**src/hw/rtl/sppc_pkg.sv**
```systemverilog
`timescale 1ns / 1ps

package sppc_pkg;

   localparam int CMD_W      = 3;
   localparam int DELTA_W    = 16;
   localparam int RATE_W     = 32;
   localparam int PROD_W     = DELTA_W + RATE_W;
   localparam int MODE_W     = 2;
   localparam int EVENT_W    = 2;
   localparam int LOOP_W     = 32;
   localparam int CSR_IDX_W  = 2;
   localparam int CSR_DATA_W = 32;

   localparam logic [CMD_W-1:0] CMD_TICK    = 3'd0;
   localparam logic [CMD_W-1:0] CMD_PLAY    = 3'd1;
   localparam logic [CMD_W-1:0] CMD_PAUSE   = 3'd2;
   localparam logic [CMD_W-1:0] CMD_STOP    = 3'd3;
   localparam logic [CMD_W-1:0] CMD_FORWARD = 3'd4;
   localparam logic [CMD_W-1:0] CMD_REVERSE = 3'd5;
   localparam logic [CMD_W-1:0] CMD_SEEK    = 3'd6;

   localparam logic [MODE_W-1:0] MODE_ONCE     = 2'd0;
   localparam logic [MODE_W-1:0] MODE_LOOP     = 2'd1;
   localparam logic [MODE_W-1:0] MODE_PINGPONG = 2'd2;

   localparam logic [EVENT_W-1:0] EV_NONE    = 2'd0;
   localparam logic [EVENT_W-1:0] EV_STARTED = 2'd1;
   localparam logic [EVENT_W-1:0] EV_LOOPED  = 2'd2;
   localparam logic [EVENT_W-1:0] EV_ENDED   = 2'd3;

   localparam logic [CSR_IDX_W-1:0] CSR_SEG_START = 2'd0;
   localparam logic [CSR_IDX_W-1:0] CSR_SEG_END   = 2'd1;
   localparam logic [CSR_IDX_W-1:0] CSR_PLAY_MODE = 2'd2;
   localparam logic [CSR_IDX_W-1:0] CSR_STEP_RATE = 2'd3;

   localparam logic [RATE_W-1:0] RATE_RESET = 32'd4295;

   typedef struct packed {
      logic load;
      logic calc;
      logic step;
      logic wrap;
      logic emit;
   } ctrl_cmd_type;

   typedef struct packed {
      logic need_div;
   } dp_status_type;

endpackage

```
**src/hw/rtl/segment_playback_position_counter_core.sv**
```systemverilog
`timescale 1ns / 1ps

// Playback position counter, Q1.FRACTION_BITS. One command per transfer on req_*,
// one result per command on rsp_* holding the state after that command. An accepted
// command is latched into the operand registers, evaluated in the calc state and then
// moved into the output register once that is free; a tick that wraps in loop mode
// first passes through the bit-serial remainder unit, which works out the overshoot
// modulo the span, one dividend bit per cycle, and then through the wrap state. Commands
// are taken one at a time; the next command is accepted once the previous result has
// moved into the output register, which may still be waiting on rsp_stall. Segment
// and rate registers must be written on csr_* only while no command is in flight; the
// block itself does not enforce this.
module segment_playback_position_counter_core #(
   parameter int FRACTION_BITS = 16
) (
   input  logic                               clock,
   input  logic                               reset,
   input  logic                               csr_we,
   input  logic [sppc_pkg::CSR_IDX_W-1:0]     csr_index,
   input  logic [sppc_pkg::CSR_DATA_W-1:0]    csr_wdata,
   input  logic                               req_valid,
   output logic                               req_stall,
   input  logic [sppc_pkg::CMD_W-1:0]         req_command,
   input  logic [sppc_pkg::DELTA_W-1:0]       req_delta_time,
   input  logic [FRACTION_BITS:0]             req_seek_position,
   output logic                               rsp_valid,
   input  logic                               rsp_stall,
   output logic [FRACTION_BITS:0]             rsp_position,
   output logic                               rsp_playing,
   output logic                               rsp_forward_dir,
   output logic [sppc_pkg::LOOP_W-1:0]        rsp_loop_total,
   output logic [sppc_pkg::EVENT_W-1:0]       rsp_event_res
);

   sppc_pkg::ctrl_cmd_type  cmd;
   sppc_pkg::dp_status_type status;

   sppc_ctrl #(
      .FRACTION_BITS (FRACTION_BITS)
   ) u_ctrl (
      .clock     (clock),
      .reset     (reset),
      .req_valid (req_valid),
      .req_stall (req_stall),
      .rsp_valid (rsp_valid),
      .rsp_stall (rsp_stall),
      .status    (status),
      .cmd       (cmd)
   );

   sppc_datapath #(
      .FRACTION_BITS (FRACTION_BITS)
   ) u_datapath (
      .clock             (clock),
      .reset             (reset),
      .csr_we            (csr_we),
      .csr_index         (csr_index),
      .csr_wdata         (csr_wdata),
      .req_command       (req_command),
      .req_delta_time    (req_delta_time),
      .req_seek_position (req_seek_position),
      .cmd               (cmd),
      .status            (status),
      .rsp_position      (rsp_position),
      .rsp_playing       (rsp_playing),
      .rsp_forward_dir   (rsp_forward_dir),
      .rsp_loop_total    (rsp_loop_total),
      .rsp_event_res     (rsp_event_res)
   );

endmodule

```
**src/hw/rtl/sppc_datapath.sv**
```systemverilog
`timescale 1ns / 1ps

module sppc_datapath #(
   parameter int FRACTION_BITS = 16
) (
   input  logic                                   clock,
   input  logic                                   reset,
   input  logic                                   csr_we,
   input  logic [sppc_pkg::CSR_IDX_W-1:0]         csr_index,
   input  logic [sppc_pkg::CSR_DATA_W-1:0]        csr_wdata,
   input  logic [sppc_pkg::CMD_W-1:0]             req_command,
   input  logic [sppc_pkg::DELTA_W-1:0]           req_delta_time,
   input  logic [FRACTION_BITS:0]                 req_seek_position,
   input  sppc_pkg::ctrl_cmd_type                 cmd,
   output sppc_pkg::dp_status_type                status,
   output logic [FRACTION_BITS:0]                 rsp_position,
   output logic                                   rsp_playing,
   output logic                                   rsp_forward_dir,
   output logic [sppc_pkg::LOOP_W-1:0]            rsp_loop_total,
   output logic [sppc_pkg::EVENT_W-1:0]           rsp_event_res
);

   localparam int POS_W = FRACTION_BITS + 1;
   localparam int SPW   = FRACTION_BITS + 6;
   localparam int DIV_W = FRACTION_BITS + 5;
   localparam int REM_W = FRACTION_BITS + 2;
   localparam int SPAN_MIN_I = (1 << FRACTION_BITS) / 10000;

   localparam logic [POS_W-1:0] ONE = {1'b1, {FRACTION_BITS{1'b0}}};
   localparam logic signed [SPW-1:0] ONE_S = SPW'(ONE);
   localparam logic signed [SPW-1:0] SPAN_MIN_S = SPW'(SPAN_MIN_I);
   localparam logic [sppc_pkg::PROD_W-1:0] INC_MAX =
      sppc_pkg::PROD_W'(64'd1 << (FRACTION_BITS + 4));

   function automatic logic [POS_W-1:0] sat_pos(input logic signed [SPW-1:0] v);
      logic [POS_W-1:0] r;
      if (v < 0) begin
         r = '0;
      end else if (v > ONE_S) begin
         r = ONE;
      end else begin
         r = v[POS_W-1:0];
      end
      return r;
   endfunction

   logic [POS_W-1:0]                   start_ff, start_in;
   logic [POS_W-1:0]                   end_ff, end_in;
   logic [sppc_pkg::MODE_W-1:0]        mode_ff, mode_in;
   logic [sppc_pkg::RATE_W-1:0]        rate_ff, rate_in;

   logic [POS_W-1:0]                   pos_ff, pos_in;
   logic                               playing_ff, playing_in;
   logic                               fwd_ff, fwd_in;
   logic [sppc_pkg::LOOP_W-1:0]        loops_ff, loops_in;
   logic [sppc_pkg::EVENT_W-1:0]       ev_ff, ev_in;

   logic [sppc_pkg::CMD_W-1:0]         op_ff;
   logic [POS_W-1:0]                   seek_ff;
   logic [sppc_pkg::PROD_W-1:0]        prod_ff;

   logic [DIV_W-1:0]                   div_ff, div_in;
   logic [REM_W-1:0]                   rem_ff, rem_in;
   logic [POS_W-1:0]                   span_ff, span_in;

   logic [POS_W-1:0]                   out_pos_ff;
   logic                               out_playing_ff;
   logic                               out_fwd_ff;
   logic [sppc_pkg::LOOP_W-1:0]        out_loops_ff;
   logic [sppc_pkg::EVENT_W-1:0]       out_ev_ff;

   logic [POS_W-1:0]                   csr_pos;
   logic [sppc_pkg::PROD_W-1:0]        inc_ext;
   logic [DIV_W-1:0]                   inc;
   logic signed [SPW-1:0]              inc_s, pos_s, s_s, e_s, span_raw;
   logic signed [SPW-1:0]              p_fwd, p_rev, p_move, overshoot, wrap_val;
   logic [POS_W-1:0]                   span;
   logic                               hit;
   logic [REM_W-1:0]                   rem_shift, rem_next;

   // config write, positions saturated to 1.0
   always_comb begin
      csr_pos  = (csr_wdata[POS_W-1:0] > ONE) ? ONE : csr_wdata[POS_W-1:0];
      start_in = start_ff;
      end_in   = end_ff;
      mode_in  = mode_ff;
      rate_in  = rate_ff;
      if (csr_we) begin
         unique case (csr_index)
            sppc_pkg::CSR_SEG_START: start_in = csr_pos;
            sppc_pkg::CSR_SEG_END:   end_in   = csr_pos;
            sppc_pkg::CSR_PLAY_MODE: mode_in  = csr_wdata[sppc_pkg::MODE_W-1:0];
            sppc_pkg::CSR_STEP_RATE: rate_in  = csr_wdata[sppc_pkg::RATE_W-1:0];
            default: ;
         endcase
      end
   end

   // tick arithmetic
   always_comb begin
      inc_ext  = prod_ff >> FRACTION_BITS;
      inc      = (inc_ext > INC_MAX) ? INC_MAX[DIV_W-1:0] : inc_ext[DIV_W-1:0];
      inc_s    = $signed(SPW'(inc));
      pos_s    = $signed(SPW'(pos_ff));
      s_s      = $signed(SPW'(start_ff));
      e_s      = $signed(SPW'(end_ff));
      span_raw = e_s - s_s;
      span     = (span_raw <= SPAN_MIN_S) ? ONE : span_raw[POS_W-1:0];
      p_fwd    = pos_s + inc_s;
      p_rev    = pos_s - inc_s;
      hit      = fwd_ff ? (p_fwd >= e_s) : (p_rev <= s_s);
      p_move   = fwd_ff ? p_fwd : p_rev;
      overshoot = fwd_ff ? (p_fwd - e_s) : (s_s - p_rev);
      wrap_val = fwd_ff ? (s_s + $signed(SPW'(rem_ff))) : (e_s - $signed(SPW'(rem_ff)));
      rem_shift = {rem_ff[REM_W-2:0], div_ff[DIV_W-1]};
      rem_next  = (rem_shift >= REM_W'(span_ff)) ? (rem_shift - REM_W'(span_ff)) : rem_shift;
   end

   assign status.need_div = (op_ff == sppc_pkg::CMD_TICK) && playing_ff && hit &&
                            (mode_ff == sppc_pkg::MODE_LOOP);

   always_comb begin
      pos_in     = pos_ff;
      playing_in = playing_ff;
      fwd_in     = fwd_ff;
      loops_in   = loops_ff;
      ev_in      = ev_ff;
      div_in     = div_ff;
      rem_in     = rem_ff;
      span_in    = span_ff;
      if (cmd.calc) begin
         ev_in = sppc_pkg::EV_NONE;
         unique case (op_ff)
            sppc_pkg::CMD_TICK: begin
               if (playing_ff) begin
                  if (!hit) begin
                     pos_in = sat_pos(p_move);
                  end else if (mode_ff == sppc_pkg::MODE_LOOP) begin
                     loops_in = loops_ff + 1'b1;
                     ev_in    = sppc_pkg::EV_LOOPED;
                     div_in   = overshoot[DIV_W-1:0];
                     rem_in   = '0;
                     span_in  = span;
                  end else if (mode_ff == sppc_pkg::MODE_PINGPONG) begin
                     pos_in   = fwd_ff ? end_ff : start_ff;
                     fwd_in   = !fwd_ff;
                     loops_in = loops_ff + 1'b1;
                     ev_in    = sppc_pkg::EV_LOOPED;
                  end else begin
                     pos_in     = fwd_ff ? end_ff : start_ff;
                     playing_in = 1'b0;
                     ev_in      = sppc_pkg::EV_ENDED;
                  end
               end
            end
            sppc_pkg::CMD_PLAY: begin
               if (!playing_ff) begin
                  playing_in = 1'b1;
                  ev_in      = sppc_pkg::EV_STARTED;
               end
            end
            sppc_pkg::CMD_PAUSE: playing_in = 1'b0;
            sppc_pkg::CMD_STOP: begin
               playing_in = 1'b0;
               pos_in     = start_ff;
               fwd_in     = 1'b1;
               loops_in   = '0;
            end
            sppc_pkg::CMD_FORWARD: begin
               fwd_in = 1'b1;
               if (!playing_ff) begin
                  playing_in = 1'b1;
                  ev_in      = sppc_pkg::EV_STARTED;
               end
            end
            sppc_pkg::CMD_REVERSE: begin
               fwd_in = 1'b0;
               if (!playing_ff) begin
                  playing_in = 1'b1;
                  ev_in      = sppc_pkg::EV_STARTED;
               end
            end
            sppc_pkg::CMD_SEEK: pos_in = (seek_ff > ONE) ? ONE : seek_ff;
            default: ;
         endcase
      end
      if (cmd.step) begin
         rem_in = rem_next;
         div_in = div_ff << 1;
      end
      if (cmd.wrap) begin
         pos_in = sat_pos(wrap_val);
      end
   end

   always_ff @(posedge clock) begin
      if (reset) begin
         start_ff   <= '0;
         end_ff     <= ONE;
         mode_ff    <= sppc_pkg::MODE_ONCE;
         rate_ff    <= sppc_pkg::RATE_RESET;
         pos_ff     <= '0;
         playing_ff <= 1'b0;
         fwd_ff     <= 1'b1;
         loops_ff   <= '0;
         ev_ff      <= sppc_pkg::EV_NONE;
      end else begin
         start_ff   <= start_in;
         end_ff     <= end_in;
         mode_ff    <= mode_in;
         rate_ff    <= rate_in;
         pos_ff     <= pos_in;
         playing_ff <= playing_in;
         fwd_ff     <= fwd_in;
         loops_ff   <= loops_in;
         ev_ff      <= ev_in;
      end
   end

   always_ff @(posedge clock) begin
      div_ff  <= div_in;
      rem_ff  <= rem_in;
      span_ff <= span_in;
      if (cmd.load) begin
         op_ff   <= req_command;
         seek_ff <= req_seek_position;
         prod_ff <= {{sppc_pkg::RATE_W{1'b0}}, req_delta_time} *
                    {{sppc_pkg::DELTA_W{1'b0}}, rate_ff};
      end
      if (cmd.emit) begin
         out_pos_ff     <= pos_ff;
         out_playing_ff <= playing_ff;
         out_fwd_ff     <= fwd_ff;
         out_loops_ff   <= loops_ff;
         out_ev_ff      <= ev_ff;
      end
   end

   assign rsp_position    = out_pos_ff;
   assign rsp_playing     = out_playing_ff;
   assign rsp_forward_dir = out_fwd_ff;
   assign rsp_loop_total  = out_loops_ff;
   assign rsp_event_res   = out_ev_ff;

   a_pos_range: assert property (@(posedge clock) disable iff (reset)
      (pos_ff <= ONE) && (start_ff <= ONE) && (end_ff <= ONE))
      else $error("position or segment bound above 1.0");

   a_wrap_counts: assert property (@(posedge clock) disable iff (reset)
      (cmd.calc && status.need_div) |=>
         (ev_ff == sppc_pkg::EV_LOOPED) && (loops_ff == $past(loops_ff) + 1'b1))
      else $error("loop wrap did not count a loop");

endmodule

```
**src/hw/rtl/sppc_ctrl.sv**
```systemverilog
`timescale 1ns / 1ps

module sppc_ctrl #(
   parameter int FRACTION_BITS = 16
) (
   input  logic                    clock,
   input  logic                    reset,
   input  logic                    req_valid,
   output logic                    req_stall,
   output logic                    rsp_valid,
   input  logic                    rsp_stall,
   input  sppc_pkg::dp_status_type status,
   output sppc_pkg::ctrl_cmd_type  cmd
);

   localparam int DIV_W = FRACTION_BITS + 5;
   localparam int CNT_W = $clog2(DIV_W);

   typedef enum logic [2:0] {
      ST_IDLE,
      ST_CALC,
      ST_DIV,
      ST_WRAP,
      ST_DONE
   } state_type;

   state_type         state_ff, state_in;
   logic [CNT_W-1:0]  count_ff, count_in;
   logic              rsp_valid_ff, rsp_valid_in;
   logic              accept;
   logic              out_free;

   assign accept   = req_valid && !req_stall;
   assign out_free = !rsp_valid_ff || !rsp_stall;

   always_comb begin
      cmd.load = accept;
      cmd.calc = (state_ff == ST_CALC);
      cmd.step = (state_ff == ST_DIV);
      cmd.wrap = (state_ff == ST_WRAP);
      cmd.emit = (state_ff == ST_DONE) && out_free;
   end

   always_comb begin
      state_in     = state_ff;
      count_in     = count_ff;
      rsp_valid_in = rsp_valid_ff && rsp_stall;
      unique case (state_ff)
         ST_IDLE: begin
            if (accept) begin
               state_in = ST_CALC;
            end
         end
         ST_CALC: begin
            if (status.need_div) begin
               state_in = ST_DIV;
               count_in = CNT_W'(DIV_W - 1);
            end else begin
               state_in = ST_DONE;
            end
         end
         ST_DIV: begin
            if (count_ff == '0) begin
               state_in = ST_WRAP;
            end else begin
               count_in = count_ff - 1'b1;
            end
         end
         ST_WRAP: state_in = ST_DONE;
         ST_DONE: begin
            if (out_free) begin
               state_in     = ST_IDLE;
               rsp_valid_in = 1'b1;
            end
         end
         default: state_in = ST_IDLE;
      endcase
   end

   always_ff @(posedge clock) begin
      if (reset) begin
         state_ff     <= ST_IDLE;
         count_ff     <= '0;
         rsp_valid_ff <= 1'b0;
      end else begin
         state_ff     <= state_in;
         count_ff     <= count_in;
         rsp_valid_ff <= rsp_valid_in;
      end
   end

   assign req_stall = (state_ff != ST_IDLE);
   assign rsp_valid = rsp_valid_ff;

   a_accept_calc: assert property (@(posedge clock) disable iff (reset)
      accept |=> (state_ff == ST_CALC))
      else $error("accepted command not evaluated next cycle");

   a_div_length: assert property (@(posedge clock) disable iff (reset)
      (state_ff == ST_WRAP) |-> ($past(state_ff) == ST_DIV) && ($past(count_ff) == '0))
      else $error("wrap entered before remainder finished");

   a_emit_valid: assert property (@(posedge clock) disable iff (reset)
      cmd.emit |=> rsp_valid_ff)
      else $error("result loaded without raising valid");

endmodule

```
**config.mk**
```make
export PLATFORM = sky130hd
export DESIGN_NAME = segment_playback_position_counter_core
export DESIGN_NICKNAME = d
export VERILOG_FILES = /design/src/hw/rtl/sppc_pkg.sv /design/src/hw/rtl/segment_playback_position_counter_core.sv /design/src/hw/rtl/sppc_datapath.sv /design/src/hw/rtl/sppc_ctrl.sv
export SDC_FILE = /design/constraint.sdc
export NUM_CORES = 2
export LEC_CHECK = 0
export BUFFER_PORTS_ARGS = -buffer_cell sky130_fd_sc_hd__buf_2
export CORE_ASPECT_RATIO = 1.25
export CORE_MARGIN = 2
export CORE_UTILIZATION = 55
export CTS_CLUSTER_SIZE = 30
export DETAILED_ROUTE_END_ITERATION = 16
export GPL_ROUTABILITY_DRIVEN = 0
export PLACE_DENSITY = 0.72
export SYNTH_ARGS = -nofsm -noshare
export SYNTH_HDL_FRONTEND = slang
export SYNTH_SLANG_ARGS = --single-unit
```
**constraint.sdc**
```tcl
create_clock -name clock -period 13.8 [get_ports clock]
set_input_delay 0.69 -clock clock [delete_from_list [all_inputs] [get_ports clock]]
set_output_delay 0.69 -clock clock [all_outputs]
set_load 0.005 [all_outputs]
```
==> impl_metrics.yaml <==
drt:
  routedWlPerCell_um: 21.46
  drtAntennaViolNets: 0
  first_pass_iters: 6
  viasPerCell: 6.013
  drc: 0
  via_count: 29810
  drtIter0Drc: 2358
  drt-total-wl_mm: 106.4
final_layout:
  n_antenna_cell: 0
  final_nets: 4863
  multi_input_area_um2: 25500
  seq_area_um2: 7431
  fillers: 5817
  layout-drive-gt1-share: 0.07033
  syn2layout_area_growth_pct: 6.300
  fin_area_um2: 38130
place:
  io_buffers: 129
  dp_hpwl_mm: 80.42
  placed_area_um2: 37070
setup_path:
  cpMaxStageDelayCell: "a311oi_1"
  cp_max_fo: 26
  crit_type: "reg2reg"
  crit_buf_inv: 3
  slowest_delay_ns: 0.60
  r2r_start: "u_datapath.prod_ff[34]"
  ff2ff_path_depth: 29
  crit_path_start_kind: "register"
  rr_endpoint: "u_datapath.div_ff[19]"
  cp-end-kind: "register"
  critPathTopFamily: "compound AO/OA/AOI/OAI gates"
  reg2reg_slack_ns: 5.81
  crit_arrival_ns: 8.34
  worstPathRequired_ns: 14.15
yosys:
  synth-seq-cells: 291
  ys_async_sr_fraction: 0
  synth.area.top_cells: "fa_1 24%, edfxtp_1 13%, ha_1 9.7%, dfxtp_1 7.3%, nand2_1 6.1%"
  synth_area_leader_cell: "fa_1"
  synth_most_common_cell: "nand2_1"
  synthCells: 4092
  synth_common_cells: "584 x nand2_1, 579 x inv_1, 425 x fa_1, 278 x ha_1, 205 x nor2_1"
  synth_edf_count: 160
  yosysSeqAreaShare: 0.2071
  syn-cell-area_um2: 35870
  dominantRegCellSynth: "edfxtp_1"
  avgSynthCellArea_um2: 8.765
  synth.distinct_cells: 104
  synth_top_area_share: 0.2372
  syn_nets: 4870
  ys_warn_count: 0
timing:
  timing.final.crit_period_ns: 7.994
  maxSlewHeadroom: 0.1563
  rsz0062_at_grt: "false"
  clock.fmax_ghz: 0.1251
  worst_pin_slew_ns: 1.266
  fin_hold_ws_ns: 0.2669
  post-route-period-util: 0.5793
  timing_hold_violations_final: 0
  clock_skew_ns: 0.008602
  tns_ns: 0
  slew_violations: 0
  setup_viol: 0
job:
  cap_violations: 0
die:
  initial_core_util: 0.5568
  coreArea_um2: 64410
  die_h_um: 289.5
  die_w_um: 232.4
  io_pins: 130
  rows: 104
  dieArea_um2: 67280
cts:
  clock_latency_ns: 0.59
  post_cts_buffers: 0
  cts_htree_levels: 1
  clockBufferDepth: 3
  cts-root-buf: "clkbuf_16"
  cts_resized: 0
  clock_sinks: 291
  cts_tree: "built"
  path_clk_slew_ns: 0.07
  numCtsBuffers: 30
  hold_buffers: 0
power:
  power.density_nw_per_um2: 101.8
  ir_drop_mv: 0.09233
  leakage_nw: 16.26
  total_power_w: 0.003883
worst_hold_path:
  hp-start: "req_seek_position[3]"
  hp-class: "in2reg"
  hold_path_depth: 1
  worstHoldEndpoint: "u_datapath.seek_ff[3]"
global_routing:
  grt_pass1_vias: 29890
  antenna_found_initial: 0
  grt_max_degree: 86
  grt_use_total: 0.3186
  grt_overflow: 0
  grt_pass1_wl_mm: 165.3
status:
  status: "finished clean"
-- logic make-up (layout without fill, tap and decap cells) --
| logic type | after synthesis | count (layout) | share of synthesized area |
|---|---|---|---|
| AO/OA/AOI/OAI | 721 | 721 | 0.1367 |
| XOR/XNOR | 156 | 156 | 0.03809 |
| adder cells (fa/ha/maj) | 703 | 703 | 0.3342 |
| buffers and inverters | 782 | 799 | 0.08282 |
| flip-flops | 291 | 291 | 0.2071 |
| multiplexers | 51 | 51 | 0.01451 |
| AND/OR/NAND/NOR | 1388 | 1388 | 0.1866 |
-- stage by stage --
step / instances / utilization / setup WS [ns]
floorplan: 4092 / - / 6.610
global placement: 4901 / 0.5755 / 5.841
detailed placement: 4901 / 0.5755 / 5.713
CTS: 4957 / 0.5919 / 5.865
global route: 4957 / 0.5919 / 5.361
finish: 4957 / 0.5919 / 5.806
-- placed cells by master, fill, tap and decap left out, types with 32 or more instances in the layout --
master / netlist / layout
ha_1: 278 / 278
nand2b_1: 32 / 32
edfxtp_1: 160 / 160
dfxtp_1: 131 / 130
nand3_1: 75 / 75
nor2b_1: 40 / 40
and2_1: 183 / 183
nor2_1: 205 / 204
a21oi_1: 204 / 203
nor4_1: 34 / 34
nand4_1: 33 / 33
o21ai_0: 140 / 140
buf_4: 2 / 35
inv_1: 579 / 579
a211oi_1: 59 / 59
clkbuf_16: 0 / 33
mux2i_1: 43 / 43
xor2_1: 49 / 49
nand2_1: 584 / 584
a21o_1: 43 / 43
or3_1: 41 / 41
xnor2_1: 107 / 107
nor3_1: 66 / 66
buf_2: 10 / 128
fa_1: 425 / 425
-- worst register-to-register path: cells and delay by family, from the launching register on --
kind	cells	cell delay (ns)
xor gates and xnor gates	1	0.20
DFF	1	0.51
AOI/OAI and AO/OA	12	3.00
buffers and inverters	3	0.62
and+or+nand+nor	10	2.55
adders and majority gates	3	0.90
-- flip-flops by register name (all words and copies together) (netlist names), 18 cells and up --
name and count:
u_datapath.rem_ff 18, u_datapath.loops_ff 32, u_datapath.rsp_loop_total 32, u_datapath.rate_ff 32, u_datapath.div_ff 21, u_datapath.prod_ff 32
-- routing by layer --
| metal | vias to the layer above | global-route usage | routed length [um] |
|---|---|---|---|
| met5 | - | 0 | 0 |
| met3 | 391 | 0.04965 | 8015 |
| met4 | 0 | 0.1912 | 7487 |
| li1 | 13570 | - | - |
| met2 | 1269 | 0.5438 | 50910 |
| met1 | 14570 | 0.3802 | 39990 |
-- worst max path at each step --
stage                                 from                      end  slack [ns]  depth (start not counted)
global route        u_datapath.prod_ff[33]  u_datapath.loops_ff[20]        5.36                         24
CTS                 u_datapath.prod_ff[34]    u_datapath.div_ff[19]        5.86                         29
global placement         req_delta_time[7]   u_datapath.prod_ff[47]        5.84                         25
detailed placement       req_delta_time[1]   u_datapath.prod_ff[47]        5.71                         25
finish              u_datapath.prod_ff[34]    u_datapath.div_ff[19]        5.81                         29
floorplan           u_datapath.prod_ff[34]    u_datapath.div_ff[10]        6.61                         29
-- where the power goes --
| group | internal, W | total [W] | leakage, nW | switching, W |
|---|---|---|---|---|
| clock | 0.000512 | 0.000880 | 0.521 | 0.000368 |
| sequential | 0.00101 | 0.00107 | 2.55 | 0.0000568 |
| combinational | 0.000794 | 0.00194 | 13.2 | 0.00114 |
-- area by class of cell --
class | instances | area share
Clock buffer | 43 | 0.02369
Clock inverter | 13 | 0.003971
Inverter | 580 | 0.05710
Multi-Input combinational cell | 3019 | 0.6688
Sequential cell | 291 | 0.1949
Tap cell | 848 | 0.02783
Timing Repair Buffer | 163 | 0.02369
(Power assumes the default switching activity.)
